<file path="config.mk">
export PLATFORM = sky130hd
export DESIGN_NAME = ltm_front
export DESIGN_NICKNAME = d
export VERILOG_FILES = /design/src/sv/ltm_pkg.sv /design/src/sv/ltm_front.sv
export SDC_FILE = /design/constraint.sdc
export NUM_CORES = 2
export LEC_CHECK = 0
export ABC_CLOCK_PERIOD_IN_PS = 27300
export BUFFER_PORTS_ARGS = -buffer_cell sky130_fd_sc_hd__buf_2
export CAP_MARGIN = 20
export CORE_ASPECT_RATIO = 1.4
export CORE_MARGIN = 3
export CORE_UTILIZATION = 54
export CTS_BUF_LIST = sky130_fd_sc_hd__clkbuf_4
export DETAILED_ROUTE_END_ITERATION = 6
export PLACE_DENSITY = 0.81
export SYNTH_ARGS = -nofsm -noshare
export SYNTH_HDL_FRONTEND = slang
export SYNTH_SLANG_ARGS = --single-unit
</file>
<file path="constraint.sdc">
create_clock -name clk_i -period 27.3 [get_ports clk_i]
set_input_delay 1.365 -clock clk_i [delete_from_list [all_inputs] [get_ports clk_i]]
set_output_delay 1.365 -clock clk_i [all_outputs]
set_load 0.05 [all_outputs]
</file>
<file path="src/sv/ltm_pkg.sv">
package ltm_pkg;

  localparam int unsigned RTT_SLOTS_DEF = 64;

  // operation codes
  localparam logic [1:0] OP_RECV  = 2'd0;
  localparam logic [1:0] OP_SEND  = 2'd1;
  localparam logic [1:0] OP_CLEAR = 2'd2;

  localparam logic [7:0] MAGIC_L = 8'h4C;
  localparam logic [7:0] TYPE_T  = 8'h54;
  localparam logic [7:0] TYPE_E  = 8'h45;
  localparam logic [7:0] TYPE_R  = 8'h52;

  localparam logic [7:0] LEN_TEST_MIN = 8'd2;
  localparam logic [7:0] LEN_NUM_MIN  = 8'd6;

  localparam int unsigned QDEPTH = 2;
  localparam int unsigned QPTR_W = $clog2(QDEPTH);
  localparam int unsigned QCNT_W = $clog2(QDEPTH + 1);

  typedef enum logic [2:0] {
    ST_APP       = 3'd0,
    ST_COUNTED   = 3'd1,
    ST_ECHO_DUE  = 3'd2,
    ST_MATCHED   = 3'd3,
    ST_UNMATCHED = 3'd4,
    ST_SHORT     = 3'd5,
    ST_SENT      = 3'd6,
    ST_CLEARED   = 3'd7
  } status_e;

  // classified beat handed from front to back
  typedef struct packed {
    status_e     status;
    logic [31:0] seq;
    logic [31:0] rtt;
  } ltm_entry_t;

endpackage

</file>
<file path="src/sv/ltm_front.sv">
module ltm_front #(
  parameter int unsigned RTT_SLOTS = ltm_pkg::RTT_SLOTS_DEF
) (
  input  logic               clk_i,
  input  logic               rst_ni,
  input  logic               in_valid_i,
  output logic               in_ready_o,
  input  logic [1:0]         operation_i,
  input  logic [7:0]         frame_length_i,
  input  logic [7:0]         magic_byte_i,
  input  logic [7:0]         frame_type_i,
  input  logic [31:0]        sequence_in_i,
  input  logic [31:0]        now_us_i,
  output logic               push_valid_o,
  output ltm_pkg::ltm_entry_t push_entry_o,
  input  logic               q_full_i
);

  localparam int unsigned IDX_W = $clog2(RTT_SLOTS);
  localparam int unsigned SHIFT = 32 + IDX_W;
  // ceil(2^SHIFT / RTT_SLOTS) gives an exact quotient for any 32-bit key
  localparam logic [63:0] RECIP = ((64'd1 << SHIFT) + 64'(RTT_SLOTS) - 64'd1)
                                  / 64'(RTT_SLOTS);
  localparam logic [32:0] RECIP33 = RECIP[32:0];
  localparam logic [31:0] SLOTS32 = 32'(RTT_SLOTS);
  localparam logic [IDX_W-1:0] LAST_IDX = IDX_W'(RTT_SLOTS - 1);

  typedef struct packed {
    ltm_pkg::status_e status;
    logic [31:0]      key;
    logic [31:0]      now;
  } item_t;

  logic             clr_busy_q;
  logic [IDX_W-1:0] clr_idx_q;
  logic [31:0]      send_seq_q;

  logic             adv;
  logic             accept;
  logic             v0_d;
  item_t            item0_d;

  logic             v0_q, v1_q, v2_q, v3_q;
  item_t            it0_q, it1_q, it2_q, it3_q;
  logic [31:0]      quot1_q;
  logic [IDX_W-1:0] slot2_q;
  logic [64:0]      prod;
  logic [31:0]      rem;
  logic [63:0]      rd_q;
  logic             hit;

  logic [63:0]      mem [RTT_SLOTS];

  assign adv        = !v3_q || !q_full_i;
  assign in_ready_o = !clr_busy_q && adv;
  assign accept     = in_valid_i && in_ready_o;

  always_comb begin
    v0_d           = 1'b1;
    item0_d.status = ltm_pkg::ST_APP;
    item0_d.key    = sequence_in_i;
    item0_d.now    = now_us_i;
    case (operation_i)
      ltm_pkg::OP_RECV: begin
        if (frame_length_i < ltm_pkg::LEN_TEST_MIN || magic_byte_i != ltm_pkg::MAGIC_L ||
            !(frame_type_i inside {ltm_pkg::TYPE_T, ltm_pkg::TYPE_E, ltm_pkg::TYPE_R})) begin
          item0_d.status = ltm_pkg::ST_APP;
        end else if (frame_length_i < ltm_pkg::LEN_NUM_MIN) begin
          item0_d.status = ltm_pkg::ST_SHORT;
        end else if (frame_type_i == ltm_pkg::TYPE_R) begin
          // resolved against the slot table three stages on
          item0_d.status = ltm_pkg::ST_MATCHED;
        end else if (frame_type_i == ltm_pkg::TYPE_E) begin
          item0_d.status = ltm_pkg::ST_ECHO_DUE;
        end else begin
          item0_d.status = ltm_pkg::ST_COUNTED;
        end
      end
      ltm_pkg::OP_SEND: begin
        item0_d.status = ltm_pkg::ST_SENT;
        item0_d.key    = send_seq_q + 32'd1;
      end
      ltm_pkg::OP_CLEAR: begin
        item0_d.status = ltm_pkg::ST_CLEARED;
      end
      default: begin
        v0_d = 1'b0;
      end
    endcase
  end

  always_ff @(posedge clk_i or negedge rst_ni) begin
    if (!rst_ni) begin
      clr_busy_q <= 1'b1;
      clr_idx_q  <= '0;
      send_seq_q <= '0;
      v0_q       <= 1'b0;
      v1_q       <= 1'b0;
      v2_q       <= 1'b0;
      v3_q       <= 1'b0;
    end else begin
      if (clr_busy_q) begin
        clr_idx_q <= clr_idx_q + 1'b1;
        if (clr_idx_q == LAST_IDX) begin
          clr_busy_q <= 1'b0;
        end
      end
      if (accept && operation_i == ltm_pkg::OP_SEND) begin
        send_seq_q <= send_seq_q + 32'd1;
      end
      if (adv) begin
        v0_q <= accept && v0_d;
        v1_q <= v0_q;
        v2_q <= v1_q;
        v3_q <= v2_q;
      end
    end
  end

  // slot = key mod RTT_SLOTS via reciprocal multiply, then subtract
  assign prod = {33'd0, it0_q.key} * {32'd0, RECIP33};
  assign rem  = it1_q.key - 32'(quot1_q * SLOTS32);

  always_ff @(posedge clk_i) begin
    if (adv) begin
      it0_q   <= item0_d;
      it1_q   <= it0_q;
      quot1_q <= 32'(prod >> SHIFT);
      it2_q   <= it1_q;
      slot2_q <= rem[IDX_W-1:0];
      it3_q   <= it2_q;
    end
  end

  // slot table: reads and writes in one stage keep beat order
  always_ff @(posedge clk_i) begin
    if (clr_busy_q) begin
      mem[clr_idx_q] <= '0;
    end else if (adv && v2_q && it2_q.status == ltm_pkg::ST_SENT) begin
      mem[slot2_q] <= {it2_q.key, it2_q.now};
    end
    if (adv) begin
      rd_q <= mem[slot2_q];
    end
  end

  assign hit = (rd_q[63:32] == it3_q.key);

  always_comb begin
    push_entry_o.status = it3_q.status;
    push_entry_o.seq    = it3_q.key;
    push_entry_o.rtt    = '0;
    if (it3_q.status == ltm_pkg::ST_MATCHED) begin
      if (hit) begin
        push_entry_o.rtt = it3_q.now - rd_q[31:0];
      end else begin
        push_entry_o.status = ltm_pkg::ST_UNMATCHED;
      end
    end
  end

  assign push_valid_o = v3_q;

endmodule

</file>
==> PnR_summary.wiki <==
{| class="wikitable"
! Metric !! Value
|-
| Final hold violation count || 0
|-
| Leakage Power || between 50 and 60 nW
|-
| Number of fill cells || slightly above 20000
|-
| Async set-reset flop share out of synthesis || less than 1%
|-
| Path category of the worst min-delay check || in2reg
|-
| Wirelength, routed || approximately 480000 microns
|-
| Count of maximum capacitance violations || 0
|-
| Reg2Reg Capture Point || rd_q[11]
|-
| RSZ-0062 raised after global routing || no
|-
| Placer Congestion || a little under 0.9
|-
| Vias after detailed routing || roughly 90000
|-
| Chip width || 481 microns
|-
| Maximum count of clock buffers along a single path || 4
|-
| Ranking of synthesized cells by area || sky130_fd_sc_hd__edfxtp_1, sky130_fd_sc_hd__mux4_2, sky130_fd_sc_hd__dfrtp_1, sky130_fd_sc_hd__nand2_1, sky130_fd_sc_hd__clkbuf_1
|-
| Floorplan die area || around 320000 sq um
|-
| Vias per Instance || 6.74
|-
| TritonCTS clock tree || yes
|-
| Clock transition at the registers of the reported paths || about 0.070 ns
|-
| Number of clock sinks || 4471
|-
| Most common library cells after synthesis || sky130_fd_sc_hd__edfxtp_1, sky130_fd_sc_hd__mux4_2, sky130_fd_sc_hd__nand2_1
|-
| Power density normalized to cell area || about 89 nW/um^2
|-
| Average footprint of a synthesized cell || approximately 23 sq um
|-
| Number of max-slew violations in the final report || 0
|-
| Net count reported at finish || around 8600
|-
| Effective utilization at floorplan || between 50% and 60%
|-
| Area added between synthesis and finish || 11.6%
|-
| Cell Area, Placed || 178000 sq um
|-
| Proportion of layout cells with a drive suffix above 1 || between 30% and 40%
|-
| Post-synthesis instance area || around 170000 sq um
|-
| CTS H-tree lvls || 6
|-
| Remaining global-route overflow || 0
|-
| Worst skew pair latency || 1.51 ns
|-
| Number of synthesized flops with an enable pin || about 4400
|-
| Post-Layout Inst Area || around 190000 sq um
|-
| Pin count of the biggest net entering global routing || 126
|-
| Most common flop cell mapped by yosys || sky130_fd_sc_hd__edfxtp_1
|-
| Syn Inst Count || approximately 7400
|-
| Final routed DRC violation total || 10
|-
| Startpoint of the most critical hold path || now_us_i[0]
|-
| Top achievable clock speed || about 0.15 GHz
|-
| Count of input and output buffers || between 150 and 200
|-
| First DRT Iteration DRCs || between 15000 and 20000
|-
| Dominant cell type by area after synthesis || sky130_fd_sc_hd__edfxtp_1
|-
| FP Rows || ~240
|-
| Worst Hold Depth || 1
|-
| Library cell with the highest instance count after synthesis || sky130_fd_sc_hd__edfxtp_1
|-
| Boundary pin count || between 150 and 200
|-
| Placeable core region || around 310000 sq um
|-
| Half-perimeter wire length of the detailed placement result || roughly 240000 microns
|-
| Setup repair bufs after CTS || 0
|-
| Total CTS buffers || 964
|-
| Clock Tree Root || sky130_fd_sc_hd__clkbuf_4
|-
| Length of the first detailed-routing pass in iterations || 7
|-
| Post-synthesis register bit count || approximately 4500
|-
| Outcome || finished, violations left
|-
| Antenna violations before repair || 29
|-
| Number of nets still failing antenna checks after routing || 0
|-
| Vias in the first global route || a little over 90000
|-
| Start of the worst register-to-register path || it2_q[32]
|-
| Final min period || ~6.5 ns
|-
| Data arrival time of the critical path || roughly 7.6 ns
|-
| Max VDD drop || 0.0883 mV
|-
| Final count of negative-setup-slack endpoints || 0
|-
| Overall die height || ~670 microns
|-
| Overall routing resource usage || approximately 28%
|-
| Yosys warning count || 0
|-
| Portion of synthesized cell area occupied by the leading cell type || ~80%
|-
| Type of element launching the critical path || register
|-
| Worst Hold End || it0_q[0]
|-
| Failing checks || design-rule violations
|-
| FF-to-FF setup slack || 20.84 ns
|-
| Seq/Total Area, Yosys || between 70% and 80%
|-
| CP Capture Type || register
|-
| Average wire per cell in the routed design || 35.9 microns
|-
| Transition time of the tightest slew-check pin || approximately 1.3 ns
|-
| Global-route wire length before repair || between 600000 and 700000 microns
|-
| Data required time at the worst endpoint || between 20 and 30 ns
|-
| Accumulated negative setup slack || 0 ns
|-
| Worst R2R Path Depth || 8
|-
| Total nets after synthesis || about 7500
|-
| Largest fanout of any net on the critical path || roughly 100
|-
| Crit Path Category || reg2reg
|-
| Final cycle utilization of the critical path || 23.7%
|-
| Unique masters post-synth || between 60 and 70
|-
| Worst Clk Skew || about 0.16 ns
|-
| Worst slew margin relative to its limit || about 16%
|}
-- per-layer routing --
metal  vias up  GRT usage [%]  wire [microns]
met4        12           15.3           34700
met3      1995           8.51           71400
met5         -              0              80
met2      8921           45.0          234000
li1      34100              -               -
met1     45100           35.0          139000
-- cell type report --
| type | instances | area [sq um] | area share, % |
|---|---|---|---|
| inverters | 49 | 189 | 0.0991 |
| repair buffers | 452 | 3680 | 1.93 |
| well taps | 4165 | 5210 | 2.73 |
| clock buffers | 1359 | 10200 | 5.35 |
| flip-flops and latches | 4471 | 134000 | 70.3 |
| multi-input cells | 2479 | 35400 | 18.6 |
| diodes | 23 | 57.6 | 0.0302 |
| clock inverters | 372 | 1920 | 1.01 |
-- worst max path at each step --
stage | startpoint | endpoint
floorplan | q_full_i | v1_q
global placement | q_full_i | mem[23][24]
detailed placement | q_full_i | mem[27][0]
CTS | it2_q[32] | rd_q[4]
global route | it2_q[32] | rd_q[0]
finish | it2_q[32] | rd_q[11]
-- metrics by stage --
stage	util, %	worst slack, ns	total power, mW	hold slack, ns	cells
finish	60.7	20.84	17.0	0.178	13400
global route	60.7	20.31	17.5	0.111	13400
CTS	60.5	20.47	16.8	0.0128	13300
global placement	56.5	20.50	11.8	0.401	11600
detailed placement	56.5	20.44	11.9	0.405	11600
floorplan	-	17.76	10.8	0.400	7402
-- where the power goes --
| group | switching, mW | leakage, nW | internal [mW] | total, mW |
|---|---|---|---|---|
| sequential | 0.140 | 36.0 | 7.88 | 8.02 |
| clock | 2.64 | 7.19 | 2.42 | 5.06 |
| combinational | 2.39 | 12.1 | 1.51 | 3.90 |
| total | 5.17 | 55.3 | 11.8 | 17.0 |
-- what timing repair did --
action / 4_1_cts / 5_1_grt
hold buffers: 31 / 1
resized for setup: 0 / 0
endpoints found under the hold margin: 31 / 13
-- logic make-up after synthesis --
family                     Yosys count  share of synthesized area (%)
and+or+nand+nor                    639                           1.72
AOI/OAI and AO/OA                  461                           1.67
DFF                               4471                           78.5
adders and majority gates           39                          0.290
muxes                             1222                           16.1
xor gates and xnor gates           118                          0.605
buffers and inverters              452                           1.20
-- worst max-delay path, stage by stage (launching register included) --
cell                       delay, ns
sky130_fd_sc_hd__edfxtp_1       1.06
sky130_fd_sc_hd__buf_4          0.79
sky130_fd_sc_hd__buf_12         0.63
sky130_fd_sc_hd__buf_4          0.88
sky130_fd_sc_hd__buf_4          0.85
sky130_fd_sc_hd__mux4_2         0.61
sky130_fd_sc_hd__mux4_2         0.58
sky130_fd_sc_hd__o22ai_1        0.25
sky130_fd_sc_hd__a21oi_1        0.22
-- registers in the layout, summed over array words and instances (netlist names) --
signal / flops
v0_q: 1
rd_q: 64
it3_q: 35
push_entry_o: 32
push_valid_o: 1
it0_q: 67
it2_q: 67
v2_q: 1
mem: 4096
v1_q: 1
clr_idx_q: 6
clr_busy_q: 1
it1_q: 67
send_seq_q: 32
-- cell usage in the layout, fill, tap and decap left out, drive strengths merged, types with 9 or more instances in the layout --
master	count
nor2b	9
o21ai	89
nand2	245
nand2b	10
mux4	1216
a31oi	69
nand4	26
clkinv	332
and2	68
ha	38
o22ai	66
a21o	12
nand3	52
nor2	169
edfxtp	4428
xnor2	80
bufinv	12
o221ai	51
dfrtp	42
inv	68
clkinvlp	9
a21oi	126
buf	420
and3	12
clkbuf	1359
xor2	38
nor3	19
dlygate4sd3	32
diode	23
Power figures use the tool's default switching activity.
