**config.mk**
```make
export PLATFORM = sky130hd
export DESIGN_NAME = ltm_queue
export DESIGN_NICKNAME = d
export VERILOG_FILES = /design/src/sv/ltm_pkg.sv /design/src/sv/ltm_queue.sv
export SDC_FILE = /design/constraint.sdc
export NUM_CORES = 1
export LEC_CHECK = 0
export BUFFER_PORTS_ARGS = -buffer_cell sky130_fd_sc_hd__buf_2
export CAP_MARGIN = 20
export CORE_MARGIN = 5
export CORE_UTILIZATION = 35
export CTS_CLUSTER_DIAMETER = 120
export DETAILED_ROUTE_END_ITERATION = 7
export PLACE_DENSITY = 0.69
export SYNTH_ARGS = -nofsm -noshare
export SYNTH_HDL_FRONTEND = slang
export SYNTH_SLANG_ARGS = --single-unit
export TNS_END_PERCENT = 100
```
**constraint.sdc**
```tcl
create_clock -name clk_i -period 3.85 [get_ports clk_i]
set_input_delay 0.385 -clock clk_i [delete_from_list [all_inputs] [get_ports clk_i]]
set_output_delay 0.385 -clock clk_i [all_outputs]
set_load 0.01 [all_outputs]
```
**src/sv/ltm_pkg.sv**
```systemverilog
package ltm_pkg;

  localparam int unsigned RTT_SLOTS_DEF = 64;

  // operation codes
  localparam logic [1:0] OP_RECV  = 2'd0;
  localparam logic [1:0] OP_SEND  = 2'd1;
  localparam logic [1:0] OP_CLEAR = 2'd2;

  localparam logic [7:0] MAGIC_L = 8'h4C;
  localparam logic [7:0] TYPE_T  = 8'h54;
  localparam logic [7:0] TYPE_E  = 8'h45;
  localparam logic [7:0] TYPE_R  = 8'h52;

  localparam logic [7:0] LEN_TEST_MIN = 8'd2;
  localparam logic [7:0] LEN_NUM_MIN  = 8'd6;

  localparam int unsigned QDEPTH = 2;
  localparam int unsigned QPTR_W = $clog2(QDEPTH);
  localparam int unsigned QCNT_W = $clog2(QDEPTH + 1);

  typedef enum logic [2:0] {
    ST_APP       = 3'd0,
    ST_COUNTED   = 3'd1,
    ST_ECHO_DUE  = 3'd2,
    ST_MATCHED   = 3'd3,
    ST_UNMATCHED = 3'd4,
    ST_SHORT     = 3'd5,
    ST_SENT      = 3'd6,
    ST_CLEARED   = 3'd7
  } status_e;

  // classified beat handed from front to back
  typedef struct packed {
    status_e     status;
    logic [31:0] seq;
    logic [31:0] rtt;
  } ltm_entry_t;

endpackage

```
**src/sv/ltm_queue.sv**
```systemverilog
module ltm_queue (
  input  logic                clk_i,
  input  logic                rst_ni,
  input  logic                push_valid_i,
  input  ltm_pkg::ltm_entry_t push_entry_i,
  output logic                full_o,
  input  logic                pop_i,
  output logic                empty_o,
  output ltm_pkg::ltm_entry_t pop_entry_o
);

  localparam logic [ltm_pkg::QPTR_W-1:0] PTR_LAST = ltm_pkg::QPTR_W'(ltm_pkg::QDEPTH - 1);
  localparam logic [ltm_pkg::QCNT_W-1:0] CNT_FULL = ltm_pkg::QCNT_W'(ltm_pkg::QDEPTH);

  ltm_pkg::ltm_entry_t             slots_q [ltm_pkg::QDEPTH];
  logic [ltm_pkg::QPTR_W-1:0]      wr_ptr_q, rd_ptr_q;
  logic [ltm_pkg::QCNT_W-1:0]      cnt_q;
  logic                            push, pop;

  assign full_o      = (cnt_q == CNT_FULL);
  assign empty_o     = (cnt_q == '0);
  assign push        = push_valid_i && !full_o;
  assign pop         = pop_i && !empty_o;
  assign pop_entry_o = slots_q[rd_ptr_q];

  always_ff @(posedge clk_i or negedge rst_ni) begin
    if (!rst_ni) begin
      wr_ptr_q <= '0;
      rd_ptr_q <= '0;
      cnt_q    <= '0;
    end else begin
      if (push) begin
        wr_ptr_q <= (wr_ptr_q == PTR_LAST) ? '0 : wr_ptr_q + 1'b1;
      end
      if (pop) begin
        rd_ptr_q <= (rd_ptr_q == PTR_LAST) ? '0 : rd_ptr_q + 1'b1;
      end
      if (push && !pop) begin
        cnt_q <= cnt_q + 1'b1;
      end else if (pop && !push) begin
        cnt_q <= cnt_q - 1'b1;
      end
    end
  end

  always_ff @(posedge clk_i) begin
    if (push) begin
      slots_q[wr_ptr_q] <= push_entry_i;
    end
  end

endmodule

```
==> flow_summary.json, run 1 <==
{
  "antenna_cells": 0,
  "fin_skew_ns": 0.00497,
  "die_w_um": 131,
  "regArea_mm2": 0.00413,
  "overflow": 0,
  "muxShareOfSynthArea": 0.162,
  "ys_seq_elements": 138,
  "syn-cell-area_mm2": 0.00512,
  "cts_buffers": 17,
  "hold_start": "push_entry_i[41]",
  "arrival_ns": 2.14,
  "syn_to_final_growth_pct": 29.5,
  "finalMaxSlewViolations": 0,
  "drv_cap": 0,
  "antenna_found_initial": 0,
  "first_pass_iters": 4,
  "mostFrequentLayoutCells": "buf_2, edfxtp_1, mux2_2, mux2_4, clkbuf_16",
  "finalSetupTns_ns": 0,
  "required_ns": 3.46,
  "drt-initial-drc-count": 117,
  "power_density_mw_per_mm2": 795,
  "drc": 0,
  "layout_commonest_cell": "buf_2",
  "synth_adder_area_share": 0.00244,
  "tightest_slew_ns": 1.03,
  "regToRegEndpoint": "slots_q[0][40]$_DFFE_PP_",
  "clk_pin_slew_ns": 0.06,
  "rows": 44,
  "reg2regPathDepth": 4,
  "synth_xor_area_frac": 0.00855,
  "drtAntennaViolNets": 0,
  "multi_input_comb_area_um2": 931,
  "grt_max_degree": 69,
  "fin_crit_ns": 2.52,
  "hold_slack_ns": 0.162,
  "yosysWarnings": 0,
  "r2r-start": "cnt_q[0]$_DFFE_PN0P_",
  "postCtsSetupBuffers": 0,
  "syn_nets": 300,
  "r2r_slack_ns": 1.82,
  "relSlewSlack": 0.315,
  "cp-end-kind": "output port",
  "root_buffer": "clkbuf_16",
  "cts-htree-levels": 4,
  "drt-total-wl_mm": 9.36,
  "crit_fanout": 68,
  "die_h_um": 131,
  "synth-seq-area-share": 0.805,
  "ctsResizeCount": 0,
  "p_leak_nw": 2.56,
  "critical_path.startpoint": "rd_ptr_q$_DFFE_PN0P_",
  "final_nets": 452,
  "clockBufferDepth": 2,
  "drive_gt1_frac": 0.606,
  "syn_area_per_cell_um2": 22.5,
  "nFillCells": 1270,
  "hold_buffers": 1,
  "ir_drop_v": 0.000381,
  "numPortBuffers": 139,
  "postSynthCellCount": 228,
  "crit_type": "reg -> out",
  "via_count": 2599,
  "ys_types": 16,
  "grt_pass1_vias": 2913,
  "timing.fmax_mhz": 396,
  "cts.sinks": 138,
  "start_kind": "flop",
  "synth_top_family_by_area": "multiplexers",
  "die-area_mm2": 0.0172,
  "yosys.area_share.simple": 0.00537,
  "grt_setup_unrepaired": "false",
  "clk_latency_ns": 0.41,
  "outcome": "complete, no violations",
  "gp_congestion": 0.670,
  "cts_tree": "built",
  "hold-path-endpoint": "slots_q[1][41]$_DFFE_PP_",
  "setup-violations-final": 0,
  "coreArea_mm2": 0.0144,
  "final-hold-violation-count": 0,
  "dp_hpwl_mm": 6.07,
  "io_pins": 140,
  "synth_compound_area_frac": 0.000977,
  "viasPerCell": 4.50,
  "grt_pass1_wl_mm": 14.4,
  "post_drt_wl_per_cell_um": 16.2,
  "finalCritPeriodShare": 0.655,
  "start_util": 0.355,
  "min_path_cells": 1,
  "gr-usage-all-layers": 0.112,
  "hold_class": "in -> reg"
}
## worst max-delay path, cell delays in order, from the launching register on
cell and delay (ns):
dfrtp_4 1.08, mux2_2 0.44, buf_2 0.15
## report_power, final
part	leakage [nW]	internal [mW]	switching, mW
Combinational	0.965	0.692	0.623
Clock	0.299	1.08	0.576
Sequential	1.29	2.06	0.240
## final cells by class
| class | instances | share of cell area |
|---|---|---|
| Sequential cell | 138 | 0.622 |
| Multi-Input combinational cell | 80 | 0.140 |
| Timing Repair Buffer | 141 | 0.109 |
| Clock buffer | 20 | 0.0658 |
| Tap cell | 184 | 0.0347 |
| Clock inverter | 12 | 0.0262 |
| Inverter | 2 | 0.00113 |
## cells by family (layout without fill, tap and decap cells)
group,after synthesis,count (layout)
buffers and inverters,10,175
multiplexers,67,67
XOR/XNOR,5,5
adder cells (fa/ha/maj),1,1
AND/OR/NAND/NOR,6,6
AO/OA/AOI/OAI,1,1
flip-flops,138,138
## metal layers
metal	routed length [um]	share of wire	track usage	up-vias
met2	4680	0.50	0.185	100
met1	3790	0.41	0.131	1280
li1	-	-	-	1207
met3	743	0.079	0.0439	12
met5	0	0	0	-
met4	143	0.015	0.0472	0
## per-stage QoR
step                instance area, um^2  std cells  utilization  setup slack [ns]  power, mW
finish                             6630        577        0.460              1.33       5.27
global route                       6630        577        0.460              1.21       5.55
CTS                                6630        577        0.460              1.27       5.38
detailed placement                 6010        544        0.417              1.72       3.70
global placement                   6010        544        0.417              1.71       3.66
floorplan                          5120        228            -              1.03       3.19
## cell usage after synthesis
master / number / area share
inv_1: 2 / 0.0015
mux2_2: 47 / 0.10
edfxtp_1: 134 / 0.79
buf_6: 2 / 0.0044
nor2_1: 3 / 0.0022
buf_8: 2 / 0.0059
buf_2: 4 / 0.0039
xor2_1: 2 / 0.0034
and3_1: 1 / 0.0012
ha_1: 1 / 0.0024
mux2_4: 20 / 0.059
dfrtp_1: 4 / 0.020
nand2b_1: 1 / 0.0012
xnor2_1: 3 / 0.0051
o21ai_0: 1 / 0.00098
nand2_1: 1 / 0.00073
## registers in the layout, summed over array words and instances, names as in the netlist
signal,cells
cnt_q,2
wr_ptr_q,1
rd_ptr_q,1
slots_q,134
## worst max-delay path by stage
| stage | end | slack (ns) | depth (start not counted) |
|---|---|---|---|
| floorplan | slots_q[0][0]$_DFFE_PP_ | 1.03 | 3 |
| global placement | pop_entry_o[6] | 1.71 | 2 |
| detailed placement | pop_entry_o[6] | 1.72 | 2 |
| CTS | pop_entry_o[5] | 1.27 | 2 |
| global route | pop_entry_o[5] | 1.21 | 2 |
| finish | pop_entry_o[6] | 1.33 | 2 |
Note: power is estimated with default switching activity, not from simulation.
==> run 2, diff against run 1 <==
Settings changed: ABC_AREA set to 1, PLACE_DENSITY 0.69 to 0.67.
Clock period 3.85 ns to 2.36 ns, I/O delays scaled along.
==> run 2 against run 1 <==
Compared with the run above:
- die area fell by 0.18%
- utilization rose by 2.7 points
- first-iteration DRC count is 25% higher
- global-route usage increased by 2.0 points
- largest power group unchanged
- critical path type unchanged
- routed wire length grew 17%
- combinational power is 98% higher
- synthesized area decreased by 0.20%
==> flow_summary.json, run 2 <==
{
  "regArea_mm2": 0.00413,
  "gp_congestion": 0.706,
  "setup-violations-final": 0,
  "ys_seq_elements": 138,
  "grt_pass1_wl_mm": 16.6,
  "dp_hpwl_mm": 6.65,
  "timing.fmax_mhz": 558,
  "final-hold-violation-count": 0,
  "crit_fanout": 34,
  "yosys.area.top_type": "edfxtp_1",
  "cts_tree": "built",
  "hold_class": "in -> reg",
  "critical_path.startpoint": "rd_ptr_q$_DFFE_PN0P_",
  "synthTopCellsByArea": "edfxtp_1, nand2_1, dfrtp_1",
  "io_pins": 140,
  "largest_register": "slots_q",
  "hold_slack_ns": 0.0182,
  "tightest_slew_ns": 0.455,
  "clk_pin_slew_ns": 0.06,
  "antenna_found_initial": 0,
  "crit_chain": "inv_2 > buf_4 > nand2_1 > nand2_1 > buf_2",
  "cp-end-kind": "output port",
  "synth_edf_count": 134,
  "clk_latency_ns": 0.41,
  "grt_pass1_vias": 3452,
  "syn_to_final_growth_pct": 37.3,
  "outcome": "complete, no violations",
  "cts_buffers": 17,
  "top_regs": "slots_q (134), cnt_q (2)",
  "r2r-start": "cnt_q[1]$_DFFE_PN0P_",
  "fin_crit_ns": 1.79,
  "start_util": 0.354,
  "final_core_util": 0.487,
  "synth_top_area_share": 0.787,
  "ctsResizeCount": 0,
  "clockBufferDepth": 2,
  "viasPerCell": 4.35,
  "min_path_cells": 1,
  "die-area_mm2": 0.0171,
  "numPortBuffers": 139,
  "required_ns": 2.12,
  "drt-total-wl_mm": 10.9,
  "power_density_mw_per_mm2": 1250,
  "cts-htree-levels": 4,
  "drive_gt1_frac": 0.305,
  "ys_types": 15,
  "root_buffer": "clkbuf_16",
  "antenna_cells": 0,
  "drtAntennaViolNets": 0,
  "gr-usage-all-layers": 0.132,
  "hold_buffers": 39,
  "grt_max_degree": 68,
  "post_dp_cell_area_mm2": 0.00602,
  "ys_top_cells_by_count": "nand2_1, edfxtp_1, buf_2, inv_1",
  "first_pass_iters": 4,
  "post_drt_wl_per_cell_um": 14.2,
  "nFillCells": 1276,
  "yosysWarnings": 0,
  "finalMaxSlewViolations": 0,
  "design_area_mm2": 0.00702,
  "ir_drop_v": 0.000551,
  "mostFrequentLayoutCells": "nand2_1, buf_2, edfxtp_1, dlygate4sd3_1, clkbuf_16",
  "cts.sinks": 138,
  "largest_reg_flops": 134,
  "finalCritPeriodShare": 0.759,
  "fin_ws_ns": 0.568,
  "synth_flop_cell": "edfxtp_1",
  "rows": 44,
  "multi_input_comb_area_um2": 861,
  "syn_area_per_cell_um2": 13.4,
  "slowest_delay_ns": 0.41,
  "die_w_um": 131,
  "syn-cell-area_mm2": 0.00511,
  "overflow": 0,
  "reg2regPathDepth": 6,
  "die_h_um": 131,
  "drv_cap": 0,
  "slowest_stage": "dfrtp_2",
  "pre_cts_slack_ns": 0.743,
  "synth-seq-area-share": 0.807,
  "drc": 0,
  "layout_commonest_cell": "nand2_1",
  "syn_nets": 454,
  "postSynthCellCount": 382,
  "crit_type": "reg -> out",
  "finalSetupTns_ns": 0,
  "final_nets": 643,
  "drt-initial-drc-count": 146,
  "relSlewSlack": 0.697,
  "arrival_ns": 1.56,
  "via_count": 3339,
  "async_reset_ff_frac": 0.0290,
  "hold_start": "push_entry_i[42]",
  "crit_top_cell": "nand2_1",
  "coreArea_mm2": 0.0144,
  "start_kind": "flop",
  "grt_setup_unrepaired": "false",
  "synth_most_common_cell": "nand2_1",
  "p_leak_nw": 3.02,
  "fin_skew_ns": 0.00511,
  "postCtsSetupBuffers": 0
}
==> run 2: cell count changes after synthesis, sizes merged <==
cell and change:
inv +6, xnor2 -2, nand2 +209, mux2 -67, o21ai +1, nand4 +1
nand2b -1, buf +7, and3 -1, nand3b +1, nand3 +1, xor2 -2
nor2 +1
==> run 2: power by group <==
group	internal, mW	switching, mW	leakage [nW]
registers	3.34	0.141	1.29
clock network	1.74	0.950	0.289
logic	0.893	1.70	1.44
==> run 2: metrics by stage <==
step	instances	total power, mW
finish	768	8.77
global route	768	9.33
CTS	768	8.94
detailed placement	697	6.15
global placement	697	6.08
floorplan	382	5.10
==> run 2: worst paths after layout <==
check / endpoint / slack, ns
max: pop_entry_o[35] / 0.57
min: slots_q[1][42]$_DFFE_PP_ / 0.02
max reg2reg: slots_q[0][46]$_DFFE_PP_ / 0.74
min reg2reg: wr_ptr_q$_DFFE_PN0P_ / 0.49
max in group asynchronous: rd_ptr_q$_DFFE_PN0P_ / 2.03
min in group asynchronous: wr_ptr_q$_DFFE_PN0P_ / 0.20
==> run 2: kinds of logic (layout without fill, tap and decap cells) <==
| family | Yosys count | after routing | share of synthesized area |
|---|---|---|---|
| XOR/XNOR | 1 | 1 | 0.00171 |
| adder cells (fa/ha/maj) | 1 | 1 | 0.00245 |
| AND/OR/NAND/NOR | 217 | 217 | 0.161 |
| AO/OA/AOI/OAI | 2 | 2 | 0.00196 |
| flip-flops | 138 | 138 | 0.807 |
| buffers and inverters | 23 | 225 | 0.0264 |
==> run 2: layout make-up <==
cell class / instances / share of cell area
clock buffer: 17 / 0.0606
clock inverter: 15 / 0.0258
inverter: 8 / 0.00481
multi-input combinational: 221 / 0.123
sequential: 138 / 0.588
tap: 184 / 0.0328
timing repair buffer: 185 / 0.166
==> run 2: layer usage <==
metal	GRT usage	wire length (um)
met5	0	0
met4	0.0659	239
met3	0.0411	736
met2	0.232	5670
met1	0.143	4280
==> run 2: critical path: cells and delay by family, from the launching register on <==
family / cells / cell delay, ns
and+or+nand+nor: 2 / 0.18
DFF: 1 / 0.41
buffers and inverters: 3 / 0.54
==> run 3, diff against run 2 <==
Settings changed: ABC_AREA 1 to 0, PLACE_DENSITY 0.67 to 0.69.
Clock period 2.36 ns to 1.6 ns, I/O delays scaled along.
==> run 3 against run 2 <==
Compared with the run above:
- the flow now finishes with violations (setup timing)
- largest power group is now combinational cells
- non-clock buffer count rose by 41
- sequential power up 49%
- sequential share of layout area shrank 6.7 points
- global-route usage decreased by 0.49 points
- cell area rose by 13%
- cell count fell by 14%
- via count is 13% lower
- clock-buffer cell count is 6 higher
==> flow_summary.json, run 3 (same netlist as run 1, synthesis figures left out) <==
{
  "drive_gt1_frac": 0.536,
  "via_count": 2893,
  "power_frac_seq": 0.362,
  "clk_pin_slew_ns": 0.05,
  "required_ns": 1.44,
  "timing.fmax_mhz": 549,
  "antenna_found_initial": 0,
  "die_h_um": 131,
  "final_nets": 537,
  "cts.sinks": 138,
  "drt-total-wl_mm": 10.8,
  "fin_ws_ns": -0.222,
  "drv_cap": 0,
  "p_int_mw": 10.5,
  "violations": "setup timing",
  "hold_slack_ns": 0.0645,
  "grt_setup_unrepaired": "true",
  "p_clk_frac": 0.264,
  "cts_buffers": 17,
  "ir_drop_v": 0.000876,
  "coreArea_mm2": 0.0144,
  "slowest_delay_ns": 0.49,
  "setup-violations-final": 67,
  "finalCritPeriodShare": 1.14,
  "root_buffer": "clkbuf_16",
  "finalMaxSlewViolations": 0,
  "io_pins": 140,
  "crit_chain": "buf_12 > clkbuf_16 > mux2_4 > buf_6",
  "design_area_mm2": 0.00793,
  "critical_path.startpoint": "rd_ptr_q$_DFFE_PN0P_",
  "rows": 44,
  "largest_register": "slots_q",
  "post_drt_wl_per_cell_um": 16.2,
  "cts_tree": "built",
  "hold_class": "in -> reg",
  "viasPerCell": 4.36,
  "die_w_um": 131,
  "start_util": 0.355,
  "numPortBuffers": 139,
  "first_pass_iters": 5,
  "tightest_slew_ns": 0.297,
  "clk_latency_ns": 0.41,
  "drtAntennaViolNets": 0,
  "fin_skew_ns": 0.00914,
  "drc": 0,
  "largest_reg_flops": 134,
  "gp_congestion": 0.713,
  "gr-usage-all-layers": 0.127,
  "crit_type": "reg -> out",
  "relSlewSlack": 0.802,
  "mostFrequentLayoutCells": "edfxtp_1, buf_2, dlygate4sd3_1, buf_6, mux2_2",
  "die-area_mm2": 0.0172,
  "overflow": 0,
  "hold_start": "push_valid_i",
  "top_regs": "slots_q (134), cnt_q (2)",
  "power_density_mw_per_mm2": 1810,
  "clockBufferDepth": 2,
  "fin_crit_ns": 1.82,
  "finalSetupTns_ns": -11.64,
  "grt_pass1_vias": 3185,
  "dp_hpwl_mm": 6.71,
  "cts-htree-levels": 4,
  "p_leak_nw": 3.10,
  "path_delay_family": "flip-flops",
  "switchingPower_mw": 3.84,
  "swShare": 0.268,
  "critical_path_buf_inv_count": 3,
  "drt-initial-drc-count": 151,
  "syn_to_final_growth_pct": 54.7,
  "post_dp_cell_area_mm2": 0.00614,
  "r2r-start": "cnt_q[0]$_DFFE_PN0P_",
  "grt_pass1_wl_mm": 15.9,
  "combPwrFrac": 0.374,
  "outcome": "finished, violations left",
  "arrival_ns": 1.66,
  "grt_max_degree": 51,
  "start_kind": "flop",
  "layout_commonest_cell": "edfxtp_1",
  "final-hold-violation-count": 0,
  "slowest_stage": "dfrtp_4",
  "cp-end-kind": "output port",
  "crit_fanout": 7
}
run 3: layout make-up:
cell class | instances | area (um^2)
tap | 184 | 230
inverter | 2 | 7.51
antenna | 1 | 2.50
multi-input combinational | 80 | 972
sequential | 138 | 4130
fill | 1146 | 6500
clock inverter | 9 | 125
clock buffer | 23 | 448
timing repair buffer | 226 | 2010
run 3: routing by layer:
layer | track usage | wire (um)
met1 | 0.140 | 4320
met2 | 0.215 | 5530
met3 | 0.0589 | 754
met4 | 0.0466 | 151
met5 | 0 | 0
run 3: repair_timing:
item | in CTS | in global routing
hold buffers | 68 | 0
buffers inserted | 7 | 0
gates resized for setup | 53 | 27
setup endpoints to repair | 67 | 67
hold endpoints to repair | 138 | 0
cloned | 1 | 2
run 3: worst register-to-register path: cells and delay by family (launching register included):
kind,cells,cell delay [ns]
flip-flops,1,0.42
buffers and inverters,1,0.28
AND/OR/NAND/NOR,3,0.38
run 3: final timing paths:
kind | endpoint | slack (ns) | depth (start not counted)
setup / recovery | pop_entry_o[30] | -0.22 | 4
hold / removal | wr_ptr_q$_DFFE_PN0P_ | 0.06 | 3
setup reg to reg | slots_q[0][15]$_DFFE_PP_ | 0.15 | 4
hold reg to reg | wr_ptr_q$_DFFE_PN0P_ | 0.55 | 1
max in group asynchronous | rd_ptr_q$_DFFE_PN0P_ | 1.37 | 2
min in group asynchronous | cnt_q[0]$_DFFE_PN0P_ | 0.09 | 2
run 3: power by group through the flow:
stage / sequential, mW / clock, mW / combinational [mW]
CTS: 5.19 / 3.90 / 4.99
global route: 5.26 / 4.05 / 5.71
detailed placement: 5.36 / 0 / 3.83
floorplan: 5.19 / 0 / 2.49
global placement: 5.31 / 0 / 3.79
finish: 5.19 / 3.78 / 5.35
run 3: through the flow:
step / setup WS [ns] / total power [mW] / utilization / cells
2_1_floorplan: -0.436 / 7.68 / - / 228
6_report: -0.222 / 14.3 / 0.549 / 663
5_1_grt: -0.274 / 15.0 / 0.549 / 662
4_1_cts: -0.247 / 14.1 / 0.537 / 660
3_3_place_gp: 0.115 / 9.10 / 0.426 / 553
3_5_place_dp: 0.0863 / 9.19 / 0.426 / 553
