--- src/sv/ltm_pkg.sv ---
package ltm_pkg;

  localparam int unsigned RTT_SLOTS_DEF = 64;

  // operation codes
  localparam logic [1:0] OP_RECV  = 2'd0;
  localparam logic [1:0] OP_SEND  = 2'd1;
  localparam logic [1:0] OP_CLEAR = 2'd2;

  localparam logic [7:0] MAGIC_L = 8'h4C;
  localparam logic [7:0] TYPE_T  = 8'h54;
  localparam logic [7:0] TYPE_E  = 8'h45;
  localparam logic [7:0] TYPE_R  = 8'h52;

  localparam logic [7:0] LEN_TEST_MIN = 8'd2;
  localparam logic [7:0] LEN_NUM_MIN  = 8'd6;

  localparam int unsigned QDEPTH = 2;
  localparam int unsigned QPTR_W = $clog2(QDEPTH);
  localparam int unsigned QCNT_W = $clog2(QDEPTH + 1);

  typedef enum logic [2:0] {
    ST_APP       = 3'd0,
    ST_COUNTED   = 3'd1,
    ST_ECHO_DUE  = 3'd2,
    ST_MATCHED   = 3'd3,
    ST_UNMATCHED = 3'd4,
    ST_SHORT     = 3'd5,
    ST_SENT      = 3'd6,
    ST_CLEARED   = 3'd7
  } status_e;

  // classified beat handed from front to back
  typedef struct packed {
    status_e     status;
    logic [31:0] seq;
    logic [31:0] rtt;
  } ltm_entry_t;

endpackage

--- src/sv/ltm_back.sv ---
module ltm_back (
  input  logic                clk_i,
  input  logic                rst_ni,
  input  logic                empty_i,
  input  ltm_pkg::ltm_entry_t entry_i,
  output logic                pop_o,
  output logic                out_valid_o,
  input  logic                out_ready_i,
  output logic [2:0]          status_o,
  output logic [31:0]         sequence_out_o,
  output logic [31:0]         round_trip_us_o,
  output logic [31:0]         received_count_o,
  output logic [31:0]         test_received_count_o,
  output logic [31:0]         lost_count_o,
  output logic [31:0]         echo_count_o,
  output logic [63:0]         rtt_total_us_o,
  output logic [31:0]         rtt_least_us_o,
  output logic [31:0]         rtt_most_us_o,
  output logic [31:0]         test_sent_count_o
);

  logic        out_valid_q;
  logic [2:0]  status_q;
  logic [31:0] seq_out_q, rtt_out_q;

  logic [31:0] rcvd_q, rcvd_d, tests_q, tests_d, lost_q, lost_d, echo_q, echo_d;
  logic [31:0] min_q, min_d, max_q, max_d, sent_q, sent_d, last_q, last_d;
  logic [63:0] sum_q, sum_d;
  logic        have_q, have_d;
  logic [31:0] last_inc;

  assign pop_o    = !empty_i && (!out_valid_q || out_ready_i);
  assign last_inc = last_q + 32'd1;

  always_comb begin
    rcvd_d  = rcvd_q;
    tests_d = tests_q;
    lost_d  = lost_q;
    echo_d  = echo_q;
    sum_d   = sum_q;
    min_d   = min_q;
    max_d   = max_q;
    sent_d  = sent_q;
    last_d  = last_q;
    have_d  = have_q;
    case (entry_i.status)
      ltm_pkg::ST_APP, ltm_pkg::ST_SHORT, ltm_pkg::ST_UNMATCHED: begin
        rcvd_d = rcvd_q + 32'd1;
      end
      ltm_pkg::ST_COUNTED, ltm_pkg::ST_ECHO_DUE: begin
        rcvd_d  = rcvd_q + 32'd1;
        tests_d = tests_q + 32'd1;
        if (have_q && entry_i.seq > last_inc) begin
          lost_d = lost_q + (entry_i.seq - last_inc);
        end
        // advance the mark only forward
        if (!have_q || entry_i.seq > last_q) begin
          last_d = entry_i.seq;
          have_d = 1'b1;
        end
      end
      ltm_pkg::ST_MATCHED: begin
        rcvd_d = rcvd_q + 32'd1;
        echo_d = echo_q + 32'd1;
        sum_d  = sum_q + {32'd0, entry_i.rtt};
        if (min_q == '0 || entry_i.rtt < min_q) begin
          min_d = entry_i.rtt;
        end
        if (entry_i.rtt > max_q) begin
          max_d = entry_i.rtt;
        end
      end
      ltm_pkg::ST_SENT: begin
        sent_d = sent_q + 32'd1;
      end
      ltm_pkg::ST_CLEARED: begin
        rcvd_d  = '0;
        tests_d = '0;
        lost_d  = '0;
        echo_d  = '0;
        sum_d   = '0;
        min_d   = '0;
        max_d   = '0;
        sent_d  = '0;
        have_d  = 1'b0;
      end
      default: begin
        rcvd_d = rcvd_q;
      end
    endcase
  end

  always_ff @(posedge clk_i or negedge rst_ni) begin
    if (!rst_ni) begin
      out_valid_q <= 1'b0;
      rcvd_q      <= '0;
      tests_q     <= '0;
      lost_q      <= '0;
      echo_q      <= '0;
      sum_q       <= '0;
      min_q       <= '0;
      max_q       <= '0;
      sent_q      <= '0;
      last_q      <= '0;
      have_q      <= 1'b0;
    end else begin
      if (pop_o) begin
        out_valid_q <= 1'b1;
        rcvd_q      <= rcvd_d;
        tests_q     <= tests_d;
        lost_q      <= lost_d;
        echo_q      <= echo_d;
        sum_q       <= sum_d;
        min_q       <= min_d;
        max_q       <= max_d;
        sent_q      <= sent_d;
        last_q      <= last_d;
        have_q      <= have_d;
      end else if (out_ready_i) begin
        out_valid_q <= 1'b0;
      end
    end
  end

  always_ff @(posedge clk_i) begin
    if (pop_o) begin
      status_q  <= entry_i.status;
      seq_out_q <= (entry_i.status == ltm_pkg::ST_ECHO_DUE ||
                    entry_i.status == ltm_pkg::ST_SENT) ? entry_i.seq : '0;
      rtt_out_q <= entry_i.rtt;
    end
  end

  // statistics only move when a new beat is loaded, so they stand as outputs
  assign out_valid_o           = out_valid_q;
  assign status_o              = status_q;
  assign sequence_out_o        = seq_out_q;
  assign round_trip_us_o       = rtt_out_q;
  assign received_count_o      = rcvd_q;
  assign test_received_count_o = tests_q;
  assign lost_count_o          = lost_q;
  assign echo_count_o          = echo_q;
  assign rtt_total_us_o        = sum_q;
  assign rtt_least_us_o        = min_q;
  assign rtt_most_us_o         = max_q;
  assign test_sent_count_o     = sent_q;

endmodule

--- config.mk ---
export PLATFORM = sky130hd
export DESIGN_NAME = ltm_back
export DESIGN_NICKNAME = d
export VERILOG_FILES = /design/src/sv/ltm_pkg.sv /design/src/sv/ltm_back.sv
export SDC_FILE = /design/constraint.sdc
export NUM_CORES = 1
export LEC_CHECK = 0
export BUFFER_PORTS_ARGS = -buffer_cell sky130_fd_sc_hd__buf_2
export CORE_MARGIN = 4
export CORE_UTILIZATION = 38
export DETAILED_ROUTE_END_ITERATION = 10
export REMOVE_ABC_BUFFERS = 1
export SYNTH_ARGS = -nofsm -noshare
export SYNTH_HDL_FRONTEND = slang
export SYNTH_SLANG_ARGS = --single-unit
--- constraint.sdc ---
create_clock -name clk_i -period 5.8 [get_ports clk_i]
set_clock_uncertainty 0.05 [all_clocks]
set_input_delay 0.29 -clock clk_i [delete_from_list [all_inputs] [get_ports clk_i]]
set_output_delay 0.29 -clock clk_i [all_outputs]
set_load 0.01 [all_outputs]
==> results.ini, run 1 <==
[run_status]
status = finished clean

[setup_path]
worstSetupEndpointType = flip-flop
max_stage_delay_ps = 590
cp_max_fo = 32
critPathKind = reg -> reg
cp_slowest_cell = nor4_1
crit_arrival_ps = 5490
critPathTopFamily = simple AND/OR/NAND/NOR gates
crit_path_start_kind = flip-flop
critPathBufInv = 1
path_cells = nand3_1, nor3_2, nand2_1, nor3_2, or3b_4, nor2_4, nand3_2, nor4_2, xnor2_1, ha_1, nand4_1, or2_2, nor4_1, o41ai_1, nand2_1, o211ai_1, buf_4, o41ai_1
required_ps = 6210

[global_route]
antenna_found_initial = 1
grt_usage_pct = 22.1
grt_remaining_overflow = 0
grt_max_degree = 144
grt_pass1_vias = 19700
grt_pass1_wl_mm = 117

[sta]
fin_crit_sh_pct = 87.5
fin_setup_tns_ps = 0
hold-worst-slack_ps = 24.2
fin_crit_ps = 5080
fmaxAchievable_mhz = 197
rsz0062_at_grt = false
relSlewSlack_pct = 23.6
tightestPinTransition_ps = 1140
hold_viol = 0
setup_violations = 0
slew_viol_final = 0

[placed_design]
portBuffers = 427
dp.cells = 3555
gp_congestion = 0.901
dp_hpwl_mm = 56.7

[route]
drt_iter0_markers = 1397
drc = 0
routed_wirelength_mm = 75.2
drtAntennaViolNets = 0
num_vias = 19900
firstDrtPassIters = 5
via_per_inst = 5.38
wl_per_cell_um = 20.3

[pwr]
power_density_nw_per_um2 = 480
peakVddDrop_uv = 250
total_power_mw = 13.8
static-leakage-power_nw = 14.1

[synth]
synth.top_cell.area_share_pct = 34.1
ys_seq_area_share_pct = 42.6
synth_top_flop_cell = dfrtp_1
ys_ff_latch = 389
syn_avg_cell_area_um2 = 10.1
netlist_instances = 2339
syn_area_um2 = 23700
async_reset_ff_share_pct = 82.8
synthTopCellsByArea = dfrtp_1, ha_1, edfxtp_1
ys_warn_count = 0
ys_types = 89
synth_edf_count = 67
yosysTopAreaCell = dfrtp_1

[cells_and_area]
fin_util_pct = 46.8
post_layout_nonfiller_instances = 3700
final_common_cell = buf_2
layout_common_cells = buf_2, dfrtp_1, nor2_1, nand2_1, ha_1
drive_above_1_share_pct = 21.2
area_growth_syn_to_layout_pct = 22.0
nets = 3122

[floorplanning]
num_rows = 91
start_util_pct = 38.3
core_um2 = 61700
fp.dieH_um = 257
fp.dieW_um = 257
io_pins = 428
dieArea_um2 = 66300

[cts]
clock_latency_ps = 580
cts_tree = yes
clock_path_buffers = 3
path_clk_slew_ps = 60
cts_sinks = 389
cts_buffers = 48
htreeDepth = 2
cts_root_buf = clkbuf_16

[min_path]
hold_class = in -> reg

[flow_run]
cap_violations = 0

per-stage QoR:
step                      worst slack [ps]  instance area, um^2
after CTS                              699                28900
after floorplan                      -6650                23300
after global routing                   380                28900
final                                  723                28900
after global placement                 939                26700
after detailed placement               739                26700
worst register-to-register path: cells and delay by family, from the launching register on:
| family | cells | cell delay (ps) |
|---|---|---|
| xor+xnor | 1 | 100 |
| flops | 1 | 430 |
| simple gates | 12 | 3070 |
| compound gates | 3 | 700 |
| buf+inv | 1 | 300 |
| fa+ha+maj | 1 | 340 |
cell families after synthesis:
family,synth area share [%]
AOI/OAI and AO/OA,13.1
xor gates and xnor gates,7.96
adders and majority gates,13.1
buffers and inverters,3.55
DFF,42.6
muxes,3.06
and+or+nand+nor,16.6
layout make-up:
type                       instances  area, um^2
sequential                       389       10100
antenna                            1        2.50
tap                              837        1050
clock inverter                    30         285
inverter                         135         507
timing repair buffer             505        2880
fill                            5852       32900
clock buffer                      59        1280
multi-input combinational       1744       12800
Yosys cell counts, types with 50 or more instances:
| cell | number |
|---|---|
| nand3_1 | 71 |
| o21ai_0 | 71 |
| xor2_1 | 131 |
| dfrtp_1 | 322 |
| a21oi_1 | 112 |
| inv_1 | 135 |
| nand4_1 | 81 |
| xnor2_1 | 84 |
| nand2_1 | 200 |
| nor2_1 | 203 |
| edfxtp_1 | 67 |
| a21o_1 | 72 |
| a22o_1 | 57 |
| ha_1 | 196 |
| clkbuf_1 | 50 |
path summary, 6_finish.rpt:
| path | slack, ps | startpoint | depth (start not counted) | to |
|---|---|---|---|---|
| max reg2reg | 720 | last_q[2] | 18 | lost_count_o[10] |
| max in group asynchronous | 4130 | rst_ni | 3 | last_q[22] |
| min | 20 | entry_i[1] | 3 | rtt_least_us_o[1] |
| min in group asynchronous | 250 | rst_ni | 2 | received_count_o[29] |
| min reg2reg | 460 | rtt_total_us_o[3] | 2 | rtt_total_us_o[3] |
| max | 720 | last_q[2] | 18 | lost_count_o[10] |
flip-flops by register name, indices dropped and copies added (netlist names):
register,count
have_q,1
status_o,3
rtt_least_us_o,32
last_q,32
round_trip_us_o,32
test_received_count_o,32
rtt_total_us_o,64
rtt_most_us_o,32
sequence_out_o,32
echo_count_o,32
out_valid_o,1
received_count_o,32
lost_count_o,32
test_sent_count_o,32
routing by layer:
layer | part of all wire, % | GRT usage [%] | vias up
li1 | - | - | 9358
met1 | 46 | 31.0 | 9903
met2 | 46 | 35.5 | 563
met3 | 6.7 | 4.42 | 88
met4 | 2.0 | 4.99 | 2
met5 | 0.017 | 0 | -
what timing repair did:
item / CTS / global route
endpoints found under the hold margin: 173 / 0
hold buffers: 55 / 0
buffers inserted: 0 / 0
resized for setup: 0 / 0
report_power, final:
part           internal, mW  total, mW  switching (mW)  leakage, nW
clock                  1.77       3.02            1.25        0.771
sequential             3.32       3.92           0.605         4.90
combinational          2.88       6.90            4.01         8.42
total                  7.97       13.8            5.87         14.1
Note: power is estimated with default switching activity, not from simulation.
==> run 2, diff against run 1 <==
--- a/config.mk
+++ b/config.mk
@@ -7,8 +7,9 @@
 export LEC_CHECK = 0
 export BUFFER_PORTS_ARGS = -buffer_cell sky130_fd_sc_hd__buf_2
 export CORE_MARGIN = 4
-export CORE_UTILIZATION = 38
+export CORE_UTILIZATION = 57
 export DETAILED_ROUTE_END_ITERATION = 10
+export PLACE_DENSITY = 0.81
 export REMOVE_ABC_BUFFERS = 1
 export SYNTH_ARGS = -nofsm -noshare
 export SYNTH_HDL_FRONTEND = slang
==> results.ini, run 2 (synthesis results as in run 1) <==
[run_status]
status = finished clean

[cts]
clock_latency_ps = 570  ; about the same
path_clk_slew_ps = 60  ; about the same
cts_sinks = 389  ; unchanged
clock_path_buffers = 3  ; unchanged
cts_buffers = 43  ; -10%
cts_tree = yes
cts_root_buf = clkbuf_16
htreeDepth = 2  ; unchanged

[cells_and_area]
area_growth_syn_to_layout_pct = 19.3
fin_util_pct = 69.0  ; +22 points
final_common_cell = buf_2
layout_common_cells = buf_2, dfrtp_1, nor2_1, nand2_1, ha_1
nets = 3099  ; -0.74%
post_layout_nonfiller_instances = 3368  ; -9.0%
largest_reg_flops = 64  ; unchanged
drive_above_1_share_pct = 21.0  ; -0.22 points

[pwr]
p_int_mw = 7.90  ; -0.84%
power_frac_seq_pct = 28.8  ; +0.4 points
static-leakage-power_nw = 14.0  ; -0.87%
p_sw_mw = 5.76  ; -1.8%
total_power_mw = 13.7  ; -1.3%
p_sw_share_pct = 42.2  ; -0.25 points
peakVddDrop_uv = 367  ; +47%
comb_power_share_pct = 50.4  ; +0.6 points
power_density_nw_per_um2 = 484  ; +0.93%
p_clk_share_pct = 20.8  ; -1.0 points

[setup_path]
crit_arrival_ps = 5610  ; +120 ps
critPathKind = reg -> reg
cp_slowest_cell = nor4_1
crit_path_start_kind = flip-flop
worstSetupEndpointType = flip-flop
critPathBufInv = 0  ; -1
required_ps = 6240  ; +30 ps
max_stage_delay_ps = 520  ; -70 ps
path_cells = ha_1, nand2_1, nor4_1, nand3_1, nor3_1, and3_1, nand4_1, xnor2_1, ha_1, nand4_1, or2_2, nor4_1, o41ai_1, nand2_1, o211ai_1, nor2_1, a22o_1
cp_max_fo = 7  ; -78%
critPathTopFamily = simple AND/OR/NAND/NOR gates

[global_route]
antenna_found_initial = 1  ; unchanged
grt_pass1_wl_mm = 111  ; -5.5%
grt_remaining_overflow = 0  ; unchanged
grt_pass1_vias = 20400  ; +3.7%
grt_max_degree = 148  ; +2.8%
grt_usage_pct = 30.9  ; +8.9 points

[sta]
fmaxAchievable_mhz = 193  ; -1.8%
fin_crit_sh_pct = 89.1  ; +1.6 points
slew_viol_final = 0  ; unchanged
rsz0062_at_grt = false
relSlewSlack_pct = 13.8  ; -9.8 points
fin_crit_ps = 5170  ; +91.8 ps
hold_viol = 0  ; unchanged
tightestPinTransition_ps = 1290  ; +156 ps
timing.final.ws_setup_ps = 631  ; -91.8 ps
setup_violations = 0  ; unchanged

[route]
num_vias = 20300  ; +1.8%
drtAntennaViolNets = 0  ; unchanged
via_per_inst = 6.02  ; +12%
drt_iter0_markers = 1563  ; +12%
wl_per_cell_um = 21.1  ; +3.9%
drc = 0  ; unchanged
routed_wirelength_mm = 71.1  ; -5.4%
firstDrtPassIters = 6  ; +1

[floorplanning]
start_util_pct = 57.8  ; +19 points
fp.dieH_um = 212  ; -18%
core_um2 = 40900  ; -34%
io_pins = 428  ; unchanged
fp.dieW_um = 212  ; -18%
num_rows = 74  ; -19%
dieArea_um2 = 44800  ; -32%

[placed_design]
dp.cells = 3243  ; -8.8%
portBuffers = 427  ; unchanged
dp_hpwl_mm = 52.8  ; -6.9%
gp_congestion = 0.944  ; +4.8%
dp_slack_ps = 702  ; -37.5 ps

[flow_run]
cap_violations = 0  ; unchanged

[min_path]
hold_class = in -> reg

## run 2: area by class of cell
cell class / instances / area, um^2
well taps: 532 / 666
inverters: 135 / 507
fillers: 3090 / 12700
clock inverters: 19 / 218
clock buffers: 61 / 1260
diodes: 1 / 2.50
repair buffers: 487 / 2730
multi-input cells: 1744 / 12800
flip-flops and latches: 389 / 10100
## run 2: final timing paths
| check | from | cells past startpoint | endpoint | slack [ps] |
|---|---|---|---|---|
| min | entry_i[19] | 1 | round_trip_us_o[19] | 20 |
| min in group asynchronous | rst_ni | 2 | test_received_count_o[31] | 290 |
| max in group asynchronous | rst_ni | 3 | echo_count_o[17] | 3940 |
| max | last_q[0] | 17 | lost_count_o[16] | 630 |
| min reg2reg | last_q[30] | 1 | last_q[30] | 460 |
| max reg2reg | last_q[0] | 17 | lost_count_o[16] | 630 |
## run 2: metrics by stage
stage	hold slack (ps)	area (um^2)	TNS, ps
2_1_floorplan	-55.6	23300	-723040
3_3_place_gp	368	26300	0
3_5_place_dp	364	26300	0
4_1_cts	3.86	28200	0
5_1_grt	4.54	28200	0
6_report	17.8	28200	0
## run 2: power by group through the flow
| stage | logic (mW) | clock network (mW) | registers [mW] |
|---|---|---|---|
| finish | 6.88 | 2.84 | 3.94 |
| global route | 7.62 | 2.99 | 4.00 |
| global placement | 6.51 | 0 | 3.93 |
| floorplan | 4.66 | 0 | 3.98 |
| detailed placement | 6.72 | 0 | 3.96 |
| CTS | 6.80 | 2.90 | 3.92 |
## run 2: worst reg2reg max path, delay by kind of cell (launching register included)
kind | cells | cell delay, ps
XOR/XNOR | 1 | 200
AND/OR/NAND/NOR | 11 | 3370
flip-flops | 1 | 400
AO/OA/AOI/OAI | 3 | 530
adder cells (fa/ha/maj) | 2 | 570
## run 2: metal layers
metal | part of all wire, % | global-route usage (%)
met1 | 39 | 39.3
met4 | 4.3 | 12.4
met5 | 0 | 0
met2 | 48 | 51.8
met3 | 8.1 | 6.80
## run 2: timing repair
item                                   CTS  global route
setup endpoints to repair                0             0
endpoints found under the hold margin  187             0
buffers inserted                         0             0
hold buffers                            44             0
gates resized for setup                  0             0
==> run 3, diff against run 2 <==
--- a/config.mk
+++ b/config.mk
@@ -9,6 +9,7 @@
 export CORE_MARGIN = 4
 export CORE_UTILIZATION = 57
 export DETAILED_ROUTE_END_ITERATION = 10
+export MAX_ROUTING_LAYER = met4
 export PLACE_DENSITY = 0.81
 export REMOVE_ABC_BUFFERS = 1
 export SYNTH_ARGS = -nofsm -noshare
==> results.ini, run 3 (synthesis results as in run 1) <==
[run_status]
status = finished clean

[setup_path]
critPathKind = reg -> reg
crit_arrival_ps = 5380  ; -230 ps
cp_max_fo = 7  ; unchanged
max_stage_delay_ps = 530  ; about the same
path_cells = ha_1, nand2_1, nor4_1, nand3_1, nor3_1, and3_1, nand4_1, xnor2_1, ha_1, nand4_1, or2_2, nor4_1, o41ai_1, nand2_1, o211ai_1, nor2_1, a22o_1
worstSetupEndpointType = flip-flop
required_ps = 6240  ; about the same
crit_path_start_kind = flip-flop
cp_slowest_cell = nor2_1

[sta]
fin_setup_tns_ps = 0  ; unchanged
fmaxAchievable_mhz = 202  ; +4.6%
relSlewSlack_pct = 14.2  ; +0.39 points
hold_viol = 0  ; unchanged
slew_viol_final = 0  ; unchanged
fin_crit_ps = 4940  ; -229 ps
fin_crit_sh_pct = 85.2  ; -3.9 points
tightestPinTransition_ps = 1290  ; -5.90 ps
timing.final.ws_setup_ps = 860  ; +229 ps
setup_violations = 0  ; unchanged
hold-worst-slack_ps = 36.2  ; +18.4 ps
rsz0062_at_grt = false

[flow_run]
cap_violations = 0  ; unchanged

[cells_and_area]
fillers = 3044  ; -1.5%
drive_above_1_share_pct = 21.1  ; +0.078 points
fin_util_pct = 68.8  ; -0.13 points
layout_common_cells = buf_2, dfrtp_1, nor2_1, nand2_1, ha_1
seq_area_um2 = 10100  ; unchanged
fin_area_um2 = 28200  ; -0.20%
final_common_cell = buf_2
area_growth_syn_to_layout_pct = 19.1
nets = 3098  ; -0.032%
largest_reg_flops = 64  ; unchanged
multi_input_area_um2 = 12800  ; unchanged
post_layout_nonfiller_instances = 3368  ; unchanged

[pwr]
peakVddDrop_uv = 337  ; -8.2%
total_power_mw = 13.6  ; -0.25%
static-leakage-power_nw = 13.9  ; -0.18%
power_density_nw_per_um2 = 484  ; about the same

[global_route]
use_met3_pct = 6.33  ; -0.47 points
grt_remaining_overflow = 0  ; unchanged
use_met2_pct = 51.8  ; about the same
use_met1_pct = 40.5  ; +1.1 points
grt_usage_pct = 32.2  ; +1.2 points
antenna_found_initial = 2  ; +1
grt_max_degree = 133  ; -10%
grt_pass1_vias = 20300  ; -0.73%
grt_pass1_wl_mm = 112  ; +0.98%
grt-busiest-layer = met2

[min_path]
hold_class = in -> reg

[route]
routed_wirelength_mm = 71.4  ; +0.39%
wl_per_cell_um = 21.2  ; +0.39%
drc = 0  ; unchanged
firstDrtPassIters = 5  ; -1
num_vias = 20300  ; +0.24%
drtAntennaViolNets = 0  ; unchanged
via_per_inst = 6.03  ; +0.24%
drt_iter0_markers = 1782  ; +14%

[cts]
cts_sinks = 389  ; unchanged
cts_root_buf = clkbuf_16
path_clk_slew_ps = 60  ; about the same
clock_latency_ps = 580  ; about the same
cts_tree = yes
cts_setup_buffers = 0  ; unchanged
htreeDepth = 2  ; unchanged
clock_path_buffers = 3  ; unchanged
post_cts_resize_count = 0  ; unchanged
cts_buffers = 44  ; +2.3%

[floorplanning]
io_pins = 428  ; unchanged
start_util_pct = 57.8  ; unchanged
num_rows = 74  ; unchanged
fp.dieH_um = 212  ; unchanged
fp.dieW_um = 212  ; unchanged
dieArea_um2 = 44800  ; unchanged
core_um2 = 40900  ; unchanged

[placed_design]
dp_slack_ps = 809  ; +108 ps
portBuffers = 427  ; unchanged
dp.cells = 3244  ; +0.031%
gp_congestion = 0.962  ; +2.0%
placed_cell_area_um2 = 26300  ; about the same
dp_hpwl_mm = 53.0  ; +0.50%

## run 3: cell types whose count changed in the layout (fill, tap and decap cells not counted), sizes merged
| cell | delta |
|---|---|
| clkinv | +5 |
| buf | +1 |
| clkbuf | -2 |
| diode | +1 |
| bufinv | -1 |
| inv | -1 |
| dlygate4sd3 | -3 |
## run 3: cell type report
class / count / share of cell area (%)
clock buffer: 59 / 4.32
tap: 532 / 2.36
timing repair buffer: 485 / 9.62
clock inverter: 22 / 0.786
sequential: 389 / 35.7
multi-input combinational: 1744 / 45.3
inverter: 135 / 1.80
antenna: 2 / 0.0178
## run 3: routing by layer
metal,routed length [um],vias up
met4,3220,0
met1,28400,9936
met5,0,-
met2,34000,878
met3,5800,207
li1,-,9304
## run 3: worst paths after layout
check | cells past startpoint | from | endpoint | slack [ps]
hold reg to reg | 1 | lost_count_o[31] | lost_count_o[31] | 460
setup reg to reg | 17 | last_q[0] | lost_count_o[12] | 860
hold / removal | 3 | entry_i[26] | rtt_least_us_o[26] | 40
max in group asynchronous | 3 | rst_ni | rtt_most_us_o[9] | 3960
setup / recovery | 17 | last_q[0] | lost_count_o[12] | 860
min in group asynchronous | 2 | rst_ni | test_received_count_o[26] | 290
## run 3: critical path: cells and delay by family (launching register included)
kind	cells	cell delay, ps
compound gates	3	520
xor+xnor	1	180
fa+ha+maj	2	540
flops	1	390
simple gates	11	3200
## run 3: where the power goes
| part | internal, mW | switching [mW] |
|---|---|---|
| combinational | 2.88 | 4.03 |
| sequential | 3.32 | 0.620 |
| clock | 1.62 | 1.16 |
| total | 7.82 | 5.81 |
## run 3: what timing repair did
action                                  CTS  global route
endpoints found under the setup margin    0             0
endpoints found under the hold margin   178             0
hold buffers                             41             0
